===== src/sv/kbt_pkg.sv =====
// Shared types and codes for the Kruskal bottleneck tracker.
`timescale 1ns / 1ps
package kbt_pkg;

  typedef enum logic [1:0] {
    FN_EDGE    = 2'd0,
    FN_READ    = 2'd1,
    FN_RESTART = 2'd2,
    FN_NONE    = 2'd3
  } kbt_func_e;

  typedef enum logic [2:0] {
    ST_IDLE,
    ST_SCAN,
    ST_DECIDE,
    ST_APPLY,
    ST_DONE
  } kbt_state_e;

  typedef struct packed {
    logic shift;
    logic restart;
  } ring_ctl_t;

  localparam logic [7:0] NODE_COUNT_RST = 8'd128;

endpackage


===== src/sv/kbt_cell.sv =====
// One ring cell: holds the component label and bottleneck of one node slot.
`timescale 1ns / 1ps
module kbt_cell
  import kbt_pkg::*;
#(
  parameter int MAX_NODES   = 128,
  parameter int WEIGHT_BITS = 32,
  parameter int INDEX       = 0
) (
  input  logic                         clk_i,
  input  logic                         rst_ni,
  input  ring_ctl_t                    ring_i,
  input  logic [$clog2(MAX_NODES)-1:0] prev_label_i,
  input  logic [WEIGHT_BITS-1:0]       prev_bn_i,
  output logic [$clog2(MAX_NODES)-1:0] label_o,
  output logic [WEIGHT_BITS-1:0]       bn_o
);

  localparam int IDX_W = $clog2(MAX_NODES);

  logic [IDX_W-1:0]       label_q;
  logic [WEIGHT_BITS-1:0] bn_q;

  always_ff @(posedge clk_i or negedge rst_ni) begin
    if (!rst_ni) begin
      label_q <= IDX_W'(INDEX);
      bn_q    <= '0;
    end else if (ring_i.restart) begin
      label_q <= IDX_W'(INDEX);
      bn_q    <= '0;
    end else if (ring_i.shift) begin
      label_q <= prev_label_i;
      bn_q    <= prev_bn_i;
    end
  end

  assign label_o = label_q;
  assign bn_o    = bn_q;

endmodule


===== config.mk =====
export PLATFORM = sky130hd
export DESIGN_NAME = kbt_cell
export DESIGN_NICKNAME = d
export VERILOG_FILES = /design/src/sv/kbt_pkg.sv /design/src/sv/kbt_cell.sv
export SDC_FILE = /design/constraint.sdc
export NUM_CORES = 1
export LEC_CHECK = 0
export ABC_CLOCK_PERIOD_IN_PS = 800
export BUFFER_PORTS_ARGS = -buffer_cell sky130_fd_sc_hd__buf_2
export CAP_MARGIN = 10
export CORE_ASPECT_RATIO = 0.8
export CORE_MARGIN = 2
export CORE_UTILIZATION = 44
export DETAILED_ROUTE_END_ITERATION = 8
export PLACE_DENSITY = 0.86
export SYNTH_ARGS = -nofsm -noshare
export SYNTH_HDL_FRONTEND = slang
export SYNTH_SLANG_ARGS = --single-unit

===== constraint.sdc =====
create_clock -name clk_i -period 0.8 [get_ports clk_i]
set_input_delay 0.12 -clock clk_i [delete_from_list [all_inputs] [get_ports clk_i]]
set_output_delay 0.12 -clock clk_i [all_outputs]
set_load 0.02 [all_outputs]

-- After elaboration in Yosys (flattened, before gate mapping)
Index checks and enable logic that the tools add are counted.
- logic and storage cells: 7
- bits of input ports: 43
- flip-flop bits (word level): 39
- muxes and demuxes: 4
- reductions and logical operators: 1
- operators with widths (kind ; number):
    $mux W32 ; 2
    $mux W7 ; 2
    $reduce_bool A2 Y1 ; 1

-- Depth between registers and ports, before layout
- depth after elaboration: 2
- mapped depth: 5
- gate-level depth less buffers: 2

-- Least setup slack after synthesis
No wires, ideal clock.
- path kind: input-to-reg
- from: input ring_i[1] (netlist name)
- to: register bn_q[24], in the netlist bn_o[24]
- data required time: 0.679 ns
- stages on the path: 5
- library setup time: 0.121 ns
- buffers on the path: 3
- data arrival time: 0.675 ns
- path slack: 0.004 ns
- path through: buf_6 buf_12 buf_12 mux2i_1 nor2_1
- word-level cells in the longest chain between the ends: 1
- ends and longest elaborated chain (item ; line ; RTL):
    start, declared ; kbt_cell.sv:12 ; input ring_ctl_t ring_i,
    $reduce_bool A2 Y1 (no line) ; n/a ;
    end signal, assigned ; kbt_cell.sv:33 ; bn_q <= prev_bn_i;
    end, declared ; kbt_cell.sv:22 ; logic [WEIGHT_BITS-1:0] bn_q;
No other way between the ends.
A chain may end at the register's enable or synchronous reset.

-- Worst setup path in the final report
- from: register bn_q[22], in the netlist bn_o[22]
- to: output bn_o[22]
- RTL lines (item ; line ; RTL):
    end, declared ; kbt_cell.sv:16 ; output logic [WEIGHT_BITS-1:0] bn_o
No word-level cell between the ends.

==> qor.txt <==
Status -> finished, violations left
Failing checks -> setup timing
Hold depth -> 3
Post-Synthesis Cell Area -> 1600 um^2
Required @ worst endpoint -> 0.68 ns
Routed vias -> 1273
Nets -> 266
Post-route ant nets -> 0
Most common cell after layout, fill and taps aside -> buf_6
Vias in the first global route -> 1271
Root Buffer -> clkbuf_8
Kind of critical path -> flop to output port
Fillers -> 243
Final WL -> 3.61 mm
Synth warn -> 0
Reg2reg end -> label_o[6]
Layout area overhead -> 56.7%
Die ar. -> 4130 um^2
CTS tree -> done
Die Span Y -> 57.9 um
Max-slew violations -> 0
Critical path's slowest cell -> dfrtp_1
Clock sinks -> 39
Crit-path max FO -> 2
Clock transition at the registers of the reported paths -> 0.07 ns
Initial Utilization -> 46.3%
Worst setup SP type -> flop
GRT Total Usage -> 18.9%
RePlAce Congestion -> 0.744
Number of I/O port buffers -> 81
Post-layout min period -> 0.948 ns
Hold wc startpoint -> prev_bn_i[18]
Setup ws final -> -0.148 ns
DRC Markers -> 0
Final hold violation count -> 0
Switching portion of total power -> 25.4%
Internal cell power -> 3.24 mW
Clock share of power -> 29.4%
Pwr/cell area -> 1740 nW/um^2
Setup violators final -> 48
Peak VDD IR -> 1.14 mV
Syn_nets -> 169
CP endpoint kind -> output port
Static leakage -> 1.38 nW
Actual slew at the worst max-slew pin -> 0.184 ns
Cell variety after synth -> 8
Max Clock Freq -> 1.05 GHz
Htree depth -> 2
Final Power -> 4.34 mW
CP arrival -> 0.83 ns
Comb pwr share -> 20.7%
Rel. slew slack -> 87.4%
Top Family by Delay on Critical Path -> flip-flops
Sw power -> 1.10 mW
Worst reg-to-reg setup slack -> -0.09 ns
Sequential Power Share -> 50.0%
Avg Synthesized Cell Area -> 12.7 um^2
Share of layout cells above drive strength 1 -> 47.5%
Cell count after synthesis -> 126
Die W -> 71.3 um
Largest net degree at the start of global routing -> 40
Core ar. -> 3450 um^2
Reg2reg path depth -> 3
RR Startpoint -> label_o[6]
Grt ovf -> 0
Placed Area -> 2050 um^2
Worst skew pair latency -> 0.27 ns
Setup_tns -> -5.27 ns
RSZ-0062 raised after global routing -> true
Flops & latches, synth -> 39
I/O pin count -> 82
DPL Wire Length -> 2.41 mm
Max_cap viols -> 0
Critical-path cell list -> buf_6
Crit-path max cell delay -> 0.41 ns
Hold slack -> 0.0828 ns
Clock buffer depth -> 2
Hold EP -> bn_o[18]
Stages on worst setup path -> 1
Worst path bufs/invs -> 1
Antenna diodes -> 0
Period Utilization, post-route -> 119%
Biggest area consumer among synthesized cells -> dfrtp_1
WL/cell -> 13.6 um
Num CTS Buffers -> 5
Worst Hold Class -> primary input to flop
Iter 0 DRT Violations -> 67
DRT Pass-1 Iters -> 4
Seq/Total Area, Yosys -> 61.2%
Cell area after layout -> 2500 um^2
Vias/cell -> 4.80
Number of cell rows -> 19
Initial antenna violation count -> 0
Global-route wire length before repair -> 5.94 mm
Post-synth top area share -> 61.2%
Clock skew -> 0 ns
Area contributors post-synth -> dfrtp_1 (61%), mux2i_1 (24%), nor2_1 (9.2%), buf_12 (2.5%), buf_4 (0.94%)
Most frequent cells in the layout -> buf_6 (44), buf_2 (42), nor2_1 (39), dfrtp_1 (39), mux2i_1 (38)
what timing repair did:
action / 4_1_cts / 5_1_grt
hold buffers: 1 / 0
setup buffers: 7 / 5
resized for setup: 79 / 5
setup endpoints to repair: 39 / 46
pin swaps: 0 / 7
hold endpoints to repair: 39 / 0
power by group through the flow:
stage / clock, mW / combinational [mW] / sequential [mW]
after CTS: 1.31 / 0.875 / 2.16
after global routing: 1.42 / 0.965 / 2.18
after global placement: 0 / 0.690 / 2.17
after detailed placement: 0 / 0.708 / 2.17
after floorplan: 0 / 0.261 / 2.31
final: 1.28 / 0.897 / 2.17
how the worst max path moves through the flow:
stage                           from    endpoint  slack, ns
after floorplan            ring_i[1]    bn_o[24]      0.004
final                       bn_o[22]    bn_o[22]      -0.15
after global routing        bn_o[23]    bn_o[23]      -0.20
after detailed placement   ring_i[1]  label_o[6]      -0.13
after global placement     ring_i[1]  label_o[3]      -0.05
after CTS                 label_o[1]  label_o[1]      -0.15
registers in the layout (all words and copies together) (netlist names):
register and cells:
label_o 7, bn_o 32
logic make-up (layout without fill, tap and decap cells):
kind of cell,count (synthesis),in the layout,share of synthesized area (%)
buf+inv,9,106,5.18
simple gates,39,39,9.18
flops,39,39,61.2
mux,39,39,24.5
metal layers:
layer | up-vias | track usage (%) | share of wire, %
met3 | 7 | 5.57 | 7.7
met1 | 600 | 22.9 | 39
li1 | 607 | - | -
met5 | - | 0 | 0
met2 | 59 | 31.6 | 52
met4 | 0 | 8.09 | 1.7
synth_stat cells:
master,n
buf_12,2
buf_2,1
buf_4,2
buf_6,1
clkbuf_1,3
dfrtp_1,39
mux2i_1,39
nor2_1,39
final cells by class:
| cell class | instances | area [um^2] | area share [%] |
|---|---|---|---|
| tap | 42 | 52.6 | 2.10 |
| multi-input combinational | 78 | 541 | 21.6 |
| clock inverter | 1 | 5.00 | 0.200 |
| sequential | 39 | 976 | 39.0 |
| clock buffer | 6 | 82.6 | 3.30 |
| timing repair buffer | 99 | 843 | 33.7 |
per-stage QoR:
stage	cells	worst slack [ns]	util [%]
after floorplan	126	0.00387	-
after detailed placement	245	-0.127	59.3
final	265	-0.148	72.5
after global routing	265	-0.197	72.5
after CTS	260	-0.149	70.9
after global placement	245	-0.0496	59.3
Note: power is estimated with default switching activity, not from simulation.
