==> src/sv/kbt_pkg.sv <==
// Shared types and codes for the Kruskal bottleneck tracker.
`timescale 1ns / 1ps
package kbt_pkg;

  typedef enum logic [1:0] {
    FN_EDGE    = 2'd0,
    FN_READ    = 2'd1,
    FN_RESTART = 2'd2,
    FN_NONE    = 2'd3
  } kbt_func_e;

  typedef enum logic [2:0] {
    ST_IDLE,
    ST_SCAN,
    ST_DECIDE,
    ST_APPLY,
    ST_DONE
  } kbt_state_e;

  typedef struct packed {
    logic shift;
    logic restart;
  } ring_ctl_t;

  localparam logic [7:0] NODE_COUNT_RST = 8'd128;

endpackage

==> src/sv/kbt_ctrl.sv <==
// Sequencer: command decode, ring scan and relabel passes, result register.
`timescale 1ns / 1ps
module kbt_ctrl
  import kbt_pkg::*;
#(
  parameter int MAX_NODES   = 128,
  parameter int WEIGHT_BITS = 32
) (
  input  logic                         clk_i,
  input  logic                         rst_ni,
  input  logic                         cfg_we_i,
  input  logic [7:0]                   cfg_wdata_i,
  input  logic                         in_valid_i,
  output logic                         in_stall_o,
  input  logic [1:0]                   func_i,
  input  logic [6:0]                   node_a_i,
  input  logic [6:0]                   node_b_i,
  input  logic [WEIGHT_BITS-1:0]       edge_weight_i,
  output logic                         out_valid_o,
  input  logic                         out_stall_i,
  output logic                         accepted_o,
  output logic                         spanning_done_o,
  output logic [WEIGHT_BITS-1:0]       bottleneck_o,
  output logic                         bad_index_o,
  input  logic [$clog2(MAX_NODES)-1:0] head_label_i,
  input  logic [WEIGHT_BITS-1:0]       head_bn_i,
  output logic [$clog2(MAX_NODES)-1:0] tail_label_o,
  output logic [WEIGHT_BITS-1:0]       tail_bn_o,
  output ring_ctl_t                    ring_o
);

  localparam int IDX_W = $clog2(MAX_NODES);
  localparam int CW    = ($clog2(MAX_NODES + 1) > 8) ? $clog2(MAX_NODES + 1) : 8;
  localparam int CW1   = CW + 1;
  localparam int IW    = (IDX_W > 7) ? IDX_W : 7;

  kbt_state_e state_q, state_d;

  logic [IDX_W-1:0]       cnt_q;
  kbt_func_e              func_q;
  logic [6:0]             a_q, b_q;
  logic [WEIGHT_BITS-1:0] w_q;
  logic [IDX_W-1:0]       la_q, lb_q, l0_q;
  logic [WEIGHT_BITS-1:0] bn_q;
  logic                   acc_q, bad_q;
  logic [CW-1:0]          edges_q;
  logic [7:0]             node_count_q;

  logic                   out_valid_q, acc_out_q, done_out_q, bad_out_q;
  logic [WEIGHT_BITS-1:0] bn_out_q;

  logic [CW-1:0]    n_eff;
  logic             done_now, a_bad, b_bad, in_xfer, cnt_last, out_load, hit0;
  logic [IDX_W-1:0] head_idx, other;
  kbt_func_e        func_in;

  assign func_in  = kbt_func_e'(func_i);
  assign n_eff    = (CW'(node_count_q) > CW'(MAX_NODES)) ? CW'(MAX_NODES)
                                                         : CW'(node_count_q);
  assign done_now = (CW1'(edges_q) + CW1'(1)) >= CW1'(n_eff);
  assign a_bad    = CW'(node_a_i) >= n_eff;
  assign b_bad    = CW'(node_b_i) >= n_eff;
  assign in_xfer  = in_valid_i && !in_stall_o;
  assign cnt_last = cnt_q == IDX_W'(MAX_NODES - 1);
  assign head_idx = IDX_W'(MAX_NODES - 1) - cnt_q;
  assign hit0     = (la_q == l0_q) || (lb_q == l0_q);
  assign other    = (la_q == l0_q) ? lb_q : la_q;
  assign out_load = (state_q == ST_DONE) && (!out_valid_q || !out_stall_i);

  always_comb begin
    state_d = state_q;
    unique case (state_q)
      ST_IDLE: begin
        if (in_xfer) begin
          unique case (func_in)
            FN_EDGE: state_d = (a_bad || b_bad || done_now) ? ST_DONE : ST_SCAN;
            FN_READ: state_d = a_bad ? ST_DONE : ST_SCAN;
            default: state_d = ST_DONE;
          endcase
        end
      end
      ST_SCAN: begin
        if (cnt_last) begin
          state_d = (func_q == FN_READ) ? ST_DONE : ST_DECIDE;
        end
      end
      ST_DECIDE: state_d = (la_q == lb_q) ? ST_DONE : ST_APPLY;
      ST_APPLY: begin
        if (cnt_last) begin
          state_d = ST_DONE;
        end
      end
      ST_DONE: begin
        if (out_load) begin
          state_d = ST_IDLE;
        end
      end
      default: state_d = ST_IDLE;
    endcase
  end

  always_comb begin
    in_stall_o     = state_q != ST_IDLE;
    ring_o.shift   = (state_q == ST_SCAN) || (state_q == ST_APPLY);
    ring_o.restart = in_xfer && (func_in == FN_RESTART);
    tail_label_o   = head_label_i;
    tail_bn_o      = head_bn_i;
    if (state_q == ST_APPLY) begin
      if (hit0 && (head_label_i == other)) begin
        tail_bn_o = w_q;
      end
      if (head_label_i == lb_q) begin
        tail_label_o = la_q;
      end
    end
  end

  always_ff @(posedge clk_i or negedge rst_ni) begin
    if (!rst_ni) begin
      state_q      <= ST_IDLE;
      cnt_q        <= '0;
      edges_q      <= '0;
      node_count_q <= NODE_COUNT_RST;
      out_valid_q  <= 1'b0;
    end else begin
      state_q <= state_d;
      if (cfg_we_i) begin
        node_count_q <= cfg_wdata_i;
      end
      if (ring_o.shift) begin
        cnt_q <= cnt_last ? '0 : cnt_q + IDX_W'(1);
      end
      if (ring_o.restart) begin
        edges_q <= '0;
      end else if ((state_q == ST_APPLY) && cnt_last) begin
        edges_q <= edges_q + CW'(1);
      end
      if (out_load) begin
        out_valid_q <= 1'b1;
      end else if (!out_stall_i) begin
        out_valid_q <= 1'b0;
      end
    end
  end

  always_ff @(posedge clk_i) begin
    if (in_xfer) begin
      func_q <= func_in;
      a_q    <= node_a_i;
      b_q    <= node_b_i;
      w_q    <= edge_weight_i;
      acc_q  <= 1'b0;
      bn_q   <= '0;
      unique case (func_in)
        FN_EDGE: bad_q <= a_bad || b_bad;
        FN_READ: bad_q <= a_bad;
        default: bad_q <= 1'b0;
      endcase
    end
    if (state_q == ST_SCAN) begin
      if (IW'(head_idx) == IW'(a_q)) begin
        la_q <= head_label_i;
        if (func_q == FN_READ) begin
          bn_q <= head_bn_i;
        end
      end
      if (IW'(head_idx) == IW'(b_q)) begin
        lb_q <= head_label_i;
      end
      if (head_idx == '0) begin
        l0_q <= head_label_i;
      end
    end
    if ((state_q == ST_APPLY) && cnt_last) begin
      acc_q <= 1'b1;
    end
    if (out_load) begin
      acc_out_q  <= acc_q;
      done_out_q <= done_now;
      bn_out_q   <= bn_q;
      bad_out_q  <= bad_q;
    end
  end

  assign out_valid_o     = out_valid_q;
  assign accepted_o      = acc_out_q;
  assign spanning_done_o = done_out_q;
  assign bottleneck_o    = bn_out_q;
  assign bad_index_o     = bad_out_q;

endmodule

==> config.mk <==
export PLATFORM = sky130hd
export DESIGN_NAME = kbt_ctrl
export DESIGN_NICKNAME = d
export VERILOG_FILES = /design/src/sv/kbt_pkg.sv /design/src/sv/kbt_ctrl.sv
export SDC_FILE = /design/constraint.sdc
export NUM_CORES = 1
export LEC_CHECK = 0
export BUFFER_PORTS_ARGS = -buffer_cell sky130_fd_sc_hd__buf_2
export CORE_UTILIZATION = 48
export DETAILED_ROUTE_END_ITERATION = 8
export PLACE_DENSITY_LB_ADDON = 0.25
export SYNTH_ARGS = -nofsm -noshare
export SYNTH_HDL_FRONTEND = slang
export SYNTH_SLANG_ARGS = --single-unit
==> constraint.sdc <==
create_clock -name clk_i -period 2.7 [get_ports clk_i]
set_input_delay 0.54 -clock clk_i [delete_from_list [all_inputs] [get_ports clk_i]]
set_output_delay 0.54 -clock clk_i [all_outputs]
set_load 0.1 [all_outputs]
== Yosys cells after proc, flatten, opt, wreduce, memory -nomap -nowiden ==
Cells that the tools add are included.

* Register bits: 165
* Input port bits: 100
* Output and inout bits: 78

* $add $sub $neg: 4
* Magnitude comparators: 4
* Eq/ne operators: 20
* Mux-type cells: 26
* Reduce and logical (&&, ||, !) cells: 22

{| class="wikitable"
|+ Operators with widths
! cell !! number
|-
| 32-bit two-way mux || 6
|-
| 7-bit equality test || 7
|-
| 7-bit two-way mux || 4
|-
| 3-bit two-way mux || 8
|-
| 8-bit two-way mux || 3
|-
| 7-bit by 8-bit greater-or-equal comparator with 1-bit output || 2
|-
| 3-bit one-hot mux with 5 select lines || 1
|-
| 8-bit by 1-bit adder with 9-bit output, second input constant || 1
|-
| 9-bit by 8-bit greater-or-equal comparator with 1-bit output || 1
|-
| 8-bit by 1-bit adder with 8-bit output, second input constant || 1
|-
| 8-bit > comparator, second input constant || 1
|-
| 2-bit inequality test, second input constant || 4
|-
| 7-bit by 1-bit adder with 7-bit output, second input constant || 1
|-
| 7-bit equality test, second input constant || 1
|-
| 7-bit logical NOT || 1
|-
| 7-bit subtractor, first input constant || 1
|-
| 3-bit by 2-bit equality test with 1-bit output, second input constant || 2
|-
| 3-bit one-hot mux with 2 select lines || 1
|-
| 2-bit AND reduction || 3
|-
| 1-bit logical AND || 5
|-
| 1-bit logical OR || 5
|-
| 2-bit by 1-bit equality test with 1-bit output, second input constant || 2
|-
| 4-bit AND reduction || 1
|-
| 3-bit by 1-bit equality test with 1-bit output, second input constant || 1
|-
| 10 further kinds || 13
|}

== Depth between registers and ports, before layout ==
Gate-level depths: netlist of the first run.

* Depth after elaboration: 9
* Gate-level depth with buffers: 11

== Worst setup path after synthesis of the first run ==
No wires, ideal clock.

* Path kind: reg-to-reg
* Start: register state_q[1]
* End: register edges_q[2]
* Arrival: 3.771 ns
* Data required time: 2.572 ns
* Slack: -1.199 ns
* Stages on the path, launching flop included: 8
* Path buffers: 1
* Period minus slack after synthesis: 3.899 ns
* Cells stage by stage: dfrtp_1 > buf_2 > nor3_1 > nand2_1 > nor3_1 > nor2_1 > o21ai_0 > o21ai_1

{| class="wikitable"
|+ RTL lines
! element !! line !! RTL
|-
| start, declared || kbt_ctrl.sv:37 || <nowiki>kbt_state_e state_q, state_d;</nowiki>
|-
| start signal, assigned || kbt_ctrl.sv:126 || <nowiki>state_q <= state_d;</nowiki>
|-
| end signal, assigned || kbt_ctrl.sv:136 || <nowiki>edges_q <= edges_q + CW'(1);</nowiki>
|-
| end, declared || kbt_ctrl.sv:46 || <nowiki>logic [CW-1:0] edges_q;</nowiki>
|}

== Worst setup path in the final report of the first run ==
* Start: register lb_q[6]
* End: output tail_bn_o[23]

* Word-level cells in the longest chain between the ends: 5
* Elaborated cells on any way between the ends: 7

{| class="wikitable"
|+ Ends and longest elaborated chain
! element !! line !! RTL
|-
| start, declared || kbt_ctrl.sv:43 || <nowiki>logic [IDX_W-1:0] la_q, lb_q, l0_q;</nowiki>
|-
| start signal, assigned || kbt_ctrl.sv:168 || <nowiki>lb_q <= head_label_i;</nowiki>
|-
| 7-bit two-way mux / 7-bit equality test (equally long branches) || kbt_ctrl.sv:67, kbt_ctrl.sv:66 ||
|-
| 7-bit equality test / 1-bit logical OR (equally long branches) || kbt_ctrl.sv:109, kbt_ctrl.sv:66 ||
|-
| 1-bit logical AND (*) || kbt_ctrl.sv:109 || <nowiki>if (hit0 && (head_label_i == other)) begin</nowiki>
|-
| 32-bit two-way mux (*) || kbt_ctrl.sv:109 ||
|-
| 32-bit two-way mux (*) || kbt_ctrl.sv:108 || <nowiki>if (state_q == ST_APPLY) begin</nowiki>
|-
| end, declared || kbt_ctrl.sv:28 || <nowiki>output logic [WEIGHT_BITS-1:0] tail_bn_o,</nowiki>
|}

Mark *: on every way between the ends. The rest lies on a longest branch, timed or not.

==> results of run 1 <==
==> flip-flops by register name, indices dropped and copies added (netlist names), 2 cells and up <==
| signal | count |
|---|---|
| func_q | 2 |
| w_q | 32 |
| lb_q | 7 |
| a_q | 7 |
| bn_q | 32 |
| cnt_q | 7 |
| edges_q | 8 |
| bottleneck_o | 32 |
| node_count_q | 8 |
| la_q | 7 |
| l0_q | 7 |
| b_q | 7 |
| state_q | 3 |
==> stage by stage <==
step	util	hold WS (ns)	instances
6_report	0.673	0.127	969
3_3_place_gp	0.626	0.412	933
3_5_place_dp	0.626	0.415	933
2_1_floorplan	-	0.244	557
5_1_grt	0.673	0.181	969
4_1_cts	0.669	0.137	967
==> worst max-delay path by stage <==
stage | startpoint | end | slack [ns] | cells after the start
4_1_cts | lb_q[6]$_DFFE_PP_ | tail_bn_o[16] | -0.51 | 8
5_1_grt | lb_q[6]$_DFFE_PP_ | tail_bn_o[18] | -0.60 | 8
3_5_place_dp | head_label_i[5] | tail_bn_o[28] | -0.25 | 9
3_3_place_gp | head_label_i[5] | tail_bn_o[25] | -0.18 | 9
6_report | lb_q[6]$_DFFE_PP_ | tail_bn_o[23] | -0.45 | 8
2_1_floorplan | head_label_i[6] | tail_bn_o[10] | -0.07 | 6
==> kinds of logic after synthesis <==
family | Yosys count | synth area share
AOI/OAI and AO/OA | 74 | 0.0594
buffers and inverters | 27 | 0.0182
xor gates and xnor gates | 61 | 0.0747
and+or+nand+nor | 161 | 0.106
adders and majority gates | 22 | 0.0381
DFF | 165 | 0.628
muxes | 47 | 0.0755
==> cells in the final DEF (no fill, tap or decap), types with 3 or more instances in the layout <==
| cell type | n |
|---|---|
| inv_1 | 6 |
| o21ai_1 | 3 |
| xor2_1 | 43 |
| clkinvlp_4 | 3 |
| ha_1 | 20 |
| o21ai_0 | 43 |
| nand2b_1 | 3 |
| mux2_2 | 39 |
| nand3_1 | 12 |
| buf_2 | 137 |
| dfrtp_1 | 25 |
| and3_1 | 3 |
| dfxtp_1 | 33 |
| buf_4 | 34 |
| clkbuf_16 | 18 |
| mux2_4 | 7 |
| nand2_2 | 5 |
| a21oi_1 | 8 |
| nor3_1 | 5 |
| nor4_2 | 3 |
| inv_6 | 5 |
| nor2b_1 | 4 |
| nand4_1 | 11 |
| xnor2_1 | 17 |
| nor4_1 | 4 |
| nor2_1 | 15 |
| a22o_1 | 4 |
| nand2_1 | 85 |
| edfxtp_1 | 105 |
| buf_12 | 42 |
==> cell type report <==
| cell class | instances | area (um^2) |
|---|---|---|
| clock inverter | 14 | 136 |
| multi-input combinational | 365 | 2630 |
| fill | 1038 | 4750 |
| timing repair buffer | 214 | 1790 |
| clock buffer | 18 | 450 |
| sequential | 165 | 4490 |
| tap | 184 | 230 |
| inverter | 9 | 50.0 |
==> per-layer routing <==
metal	vias up	wire length (um)	GRT usage
met5	-	0	0
li1	2458	-	-
met2	147	8240	0.359
met3	22	643	0.0385
met4	0	300	0.0893
met1	2393	6650	0.269
==> timing repair <==
action / in CTS / in global routing
buffers inserted: 3 / 2
endpoints found under the setup margin: 40 / 43
gates resized for setup: 7 / 12
pin swaps: 3 / 1
cloned: 0 / 0
==> power groups by stage <==
stage / clock [uW] / sequential [uW] / combinational (uW)
finish: 2360 / 2700 / 674
global route: 2500 / 2700 / 717
CTS: 2410 / 2700 / 672
detailed placement: 0 / 2750 / 664
global placement: 0 / 2750 / 649
floorplan: 0 / 2750 / 375
==> impl_results.md, run 1 <==
- Die width: 124 um
- Switching power of the nets: 1420 uW
- Top Ports: 178
- Diode count: 0
- Initial DRC count: 262
- Max IR drop VDD: 0.391 mV
- First-pass GRT wire length: 24400 um
- Setup violators final: 39
- CP arrival: 2.61 ns
- CP peak stage delay: 0.45 ns
- Vias in the first global route: 4900
- Distinct cells, synth: 49
- Min Tclk post-route: 3.15 ns
- Number of flops mapped to enable cells by yosys: 105
- Hpwl dp: 11800 um
- Area Growth Syn to Fin: 36.7%
- Worst Skew: 0.00818 ns
- Synthesized area: 7160 um^2
- Overall Power: 5740 uW
- FP Rows: 44
- Area post-placement: 9090 um^2
- Cell depth of the worst flop-to-flop path: 11
- Buf+Inv Stages, Crit Path: 2
- Highest clock rate: 318 MHz
- Post-route setup slack: -0.450 ns
- # clock sinks: 165
- TritonCTS Buffers: 17
- Leakage: 0.00392 uW
- Wirelength per Cell: 16.3 um
- RR Startpoint: edges_q[4]$_DFFE_PN0P_
- Failing checks: negative setup slack
- Routability cong.: 0.878
- Drc violations: 0
- DRT Wirelength: 15800 um
- Nets@finish: 893
- Final hold violation count: 0
- Gr ovfl total: 0
- Outcome: finished, violations left
- Int Power: 4310 uW
- Seq/Total Area, Yosys: 0.628
- Synth warnings: 0
- Setup TNS Final: -14.05 ns
- Final ANT Viol Nets: 0
- Die ar.: 15400 um^2
- Vias/cell: 5.18
- Top post-synthesis cells by area: edfxtp_1 (44%), dfxtp_1 (9.2%), dfrtp_1 (9.1%), mux2_2 (6.8%), xor2_1 (5.3%)
- Via count: 5020
- Comb pwr share: 0.118
- Drt first pass iters: 5
- Synth Flop Type: edfxtp_1
- Ys async rst share: 0.164
- Post-route clock period utilization: 1.17
- Synth area leader: edfxtp_1
- Clock power share: 0.412
- Share of layout cells above drive strength 1: 0.405
- Crit end category: output port
- Hold-fix buffers, CTS: 0
- Final Cell Area: 9780 um^2
- Syn_nets: 678
- # H-tree levels: 4
- Sequential fraction of design power: 0.471
- Synth cell count leaders: edfxtp_1 (105), nand2_1 (89), mux2_2 (43), o21ai_0 (43), xor2_1 (43)
- Hold Crit Class: in -> async
- Power Density: 586 nW/um^2
- Die height: 124 um
- CP max FO: 24
- Worst Path Required: 2.16 ns
- Most common cell in the netlist: edfxtp_1
- Tightest Pin Transition: 0.604 ns
- CP most frequent cell: buf_12
- R2r endpoint: state_q[2]$_DFFE_PN0P_
- Clock Pin Slew Worst Setup and Hold Paths: 0.07 ns
- Starting Density: 0.492
- Sw Ratio: 0.248
- Syn Inst Count: 557
- Syn Area/Cell: 12.8 um^2
- CP max-delay cell: edfxtp_1
- Relative slew slack: 0.597
- FF-to-FF setup slack: 0.19 ns
- Worst skew pair latency: 0.42 ns
- Antenna violations before repair: 0
- Clk root buf: clkbuf_16
- Dpl ws: -0.250 ns
- Critical path class: reg -> out
- Largest net degree at the start of global routing: 65
- Critical Path, Cell by Cell: xnor2_1 > nand4_1 > nor4_2 > nand3_1 > mux2i_4 > buf_12 > mux2_2 > buf_12
- MaxCap Viol Count: 0
- Top-area cell type share of the netlist area: 0.441
- Post-synthesis register bit count: 165
- Startpoint types: register
- Max Root-Sink Buffers: 2
- TritonCTS clock tree: done
- Fin. max-slew vios: 0
- Core Box Area: 14500 um^2
- Top delay family on crit path: multiplexers
- Total global-route track usage: 0.213
- I/O Buffers: 177
- RSZ-0062 raised after global routing: true
Power figures use the tool's default switching activity.
==> run 2: changes to the inputs <==
- ABC_AREA: unset -> 1
- CORE_UTILIZATION: 48 -> 49
- GPL_TIMING_DRIVEN: unset -> 0
- clock period: 2.7 -> 2.8 ns (I/O delays scaled with it)
==> impl_results.md, run 2 <==
- Outcome: finished, violations left
- Failing checks: negative setup slack
- Diode count: 0
- Gr busiest metal: met2
- TritonCTS Buffers: 17
- Clk root buf: clkbuf_16
- GRT met2 Usage: 0.424
- RR Startpoint: node_count_q[2]$_DFFE_PN0P_
- M1 GR Usage: 0.290
- Ys async rst share: 0.164
- FP Rows: 44
- CP startpoint: l0_q[1]$_DFFE_PP_
- Routability cong.: 0.850
- Final hold violation count: 0
- Seq/Total Area, Yosys: 0.595
- Vias in the first global route: 5894
- Hpwl dp: 12400 um
- First-pass GRT wire length: 29400 um
- Relative slew slack: 0.350
- Critical path class: reg -> out
- Largest net degree at the start of global routing: 28
- Most frequent cells in the layout: buf_2 (137), edfxtp_1 (105), inv_1 (91)
- Die width: 126 um
- Core Box Area: 14800 um^2
- Synth area leader: edfxtp_1
- Synthesized area: 7550 um^2
- Worst skew pair latency: 0.42 ns
- Synth cell count leaders: nand2_1 (178), edfxtp_1 (105), inv_1 (94)
- Initial DRC count: 268
- DRT Wirelength: 19100 um
- Die height: 126 um
- Number of flops mapped to enable cells by yosys: 105
- Setup TNS Final: -14.55 ns
- Total global-route track usage: 0.243
- Syn_nets: 863
- Post-synthesis register bit count: 165
- Drc violations: 0
- CP arrival: 2.72 ns
- RSZ-0062 raised after global routing: true
- Vias/cell: 5.06
- Max IR drop VDD: 0.455 mV
- Distinct cells, synth: 42
- Top Ports: 178
- Nets@finish: 1088
- Highest clock rate: 305 MHz
- GR Util met3: 0.0578
- Setup violators final: 32
- Clock Pin Slew Worst Setup and Hold Paths: 0.06 ns
- Synth Flop Type: edfxtp_1
- Hold-fix buffers, CTS: 0
- Share of layout cells above drive strength 1: 0.404
- Buf+Inv Stages, Crit Path: 4
- TritonCTS clock tree: done
- Power Density: 512 nW/um^2
- Commonest non-fill, non-tap cell in the layout: buf_2
- Post-route clock period utilization: 1.17
- Syn Inst Count: 742
- Worst Path Required: 2.24 ns
- Startpoint types: register
- Leakage: 0.00489 uW
- Die ar.: 15900 um^2
- Synth warnings: 0
- Min Tclk post-route: 3.28 ns
- Critical Path, Cell by Cell: xor2_1 > nor2_1 > nand2_2 > nor2_8 > inv_4 > nand2_2 > nand2_2 > nand2_2 > o21ai_2 > nor2_4 > buf_4 > nand3b_4 > buf_8 > nand2_2 > nand2_8 > buf_12
- Starting Density: 0.512
- Hold Crit Class: in -> async
- Via count: 5887
- Gr ovfl total: 0
- Top-area cell type share of the netlist area: 0.418
- CP most frequent cell: nand2_2
- # clock sinks: 165
- Antenna violations before repair: 0
- Max Root-Sink Buffers: 2
- Top delay family on crit path: simple AND/OR/NAND/NOR gates
- Post-route setup slack: -0.477 ns
- I/O Buffers: 177
- Final ANT Viol Nets: 0
- Tightest Pin Transition: 0.972 ns
- Fin util: 0.754
- Wirelength per Cell: 16.4 um
- Syn Area/Cell: 10.2 um^2
- Most common cell in the netlist: nand2_1
- CP max FO: 10
- Area Growth Syn to Fin: 47.4%
- CP peak stage delay: 0.42 ns
- CP max-delay cell: edfxtp_1
- Top post-synthesis cells by area: edfxtp_1 (42%), nand2_1 (8.9%), dfxtp_1 (8.8%), dfrtp_1 (8.6%), inv_1 (4.7%)
- Drt first pass iters: 5
- # H-tree levels: 4
- Fin. max-slew vios: 0
- MaxCap Viol Count: 0
- Crit end category: output port
- Worst Skew: 0.0104 ns
[run 2: changes by cell type in the layout (fill, tap and decap cells not counted), sizes merged, moves of 7 or more]
cell and delta:
nand4 -8, xor2 -16, nor2 +25, mux2 -37
clkbuf +22, nand3 +35, nand2 +105, inv +83
buf -7, o21ai +7
[run 2: worst reg2reg max path, stage by stage, from the launching register on]
cell	delay, ns
dfrtp_2	0.45
nor2_2	0.13
nand2_1	0.10
o21ai_4	0.19
buf_4	0.17
nand2_1	0.13
ha_1	0.23
nand2_1	0.06
inv_1	0.03
o21ai_0	0.12
nor3b_1	0.20
o21ai_0	0.13
a21oi_2	0.17
nand2_1	0.10
nand2_1	0.07
nand2_1	0.05
nand2_1	0.05
nand2_1	0.05
nand2_1	0.05
[run 2: metrics by stage]
stage          hold WS, ns  worst slack [ns]  cells  area [um^2]  total power (uW)
4_1_cts              0.188            -0.531   1152        10800              5690
2_1_floorplan        0.264            -0.423    742         8210              3150
5_1_grt              0.220            -0.648   1164        11100              5860
6_report             0.178            -0.477   1164        11100              5690
3_3_place_gp         0.406            -0.713   1103         9330              3310
3_5_place_dp         0.415            -0.449   1105         9390              3320
[run 2: final timing paths]
check	to	slack (ns)	cells past startpoint
max	tail_bn_o[25]	-0.48	16
min	node_count_q[3]$_DFFE_PN0P_	0.18	1
max reg2reg	state_q[0]$_DFFE_PN0P_	0.27	18
min reg2reg	bad_index_o$_DFFE_PP_	0.42	0
max in group asynchronous	state_q[2]$_DFFE_PN0P_	2.15	1
min in group clk_i	w_q[9]$_DFFE_PP_	0.31	1
[run 2: layout make-up]
type / count / area [um^2]
Buffer: 18 / 146
Clock buffer: 25 / 507
Clock inverter: 7 / 71.3
Fill cell: 981 / 3630
Inverter: 97 / 374
Multi-Input combinational cell: 464 / 3570
Sequential cell: 165 / 4490
Tap cell: 184 / 230
Timing Repair Buffer: 204 / 1740
[run 2: what timing repair did]
action                                  in CTS  in global routing
pin swaps                                    8                 16
resized for setup                          198                 48
buffers inserted                            12                  9
endpoints found under the setup margin      42                 44
cloned                                       3                  3
[run 2: where the power goes]
group / switching [uW] / internal (uW) / total (uW) / leakage (uW)
registers: 23.8 / 2630 / 2650 / 0.00152
clock network: 931 / 1350 / 2280 / 0.000275
logic: 468 / 292 / 760 / 0.00309
[run 2: logic make-up (layout without fill, tap and decap cells)]
family,after synthesis,count (layout),synth area share
compound gates,74,74,0.0527
fa+ha+maj,21,21,0.0348
xor+xnor,51,51,0.0592
flops,165,165,0.595
simple gates,307,309,0.183
mux,9,9,0.0134
buf+inv,115,351,0.0622
[run 2: per-layer routing]
metal	routed length (um)	part of all wire	vias up
met1	7790	0.41	2785
met5	0	0	-
met4	465	0.024	0
met3	993	0.052	35
li1	-	-	2900
met2	9830	0.52	167
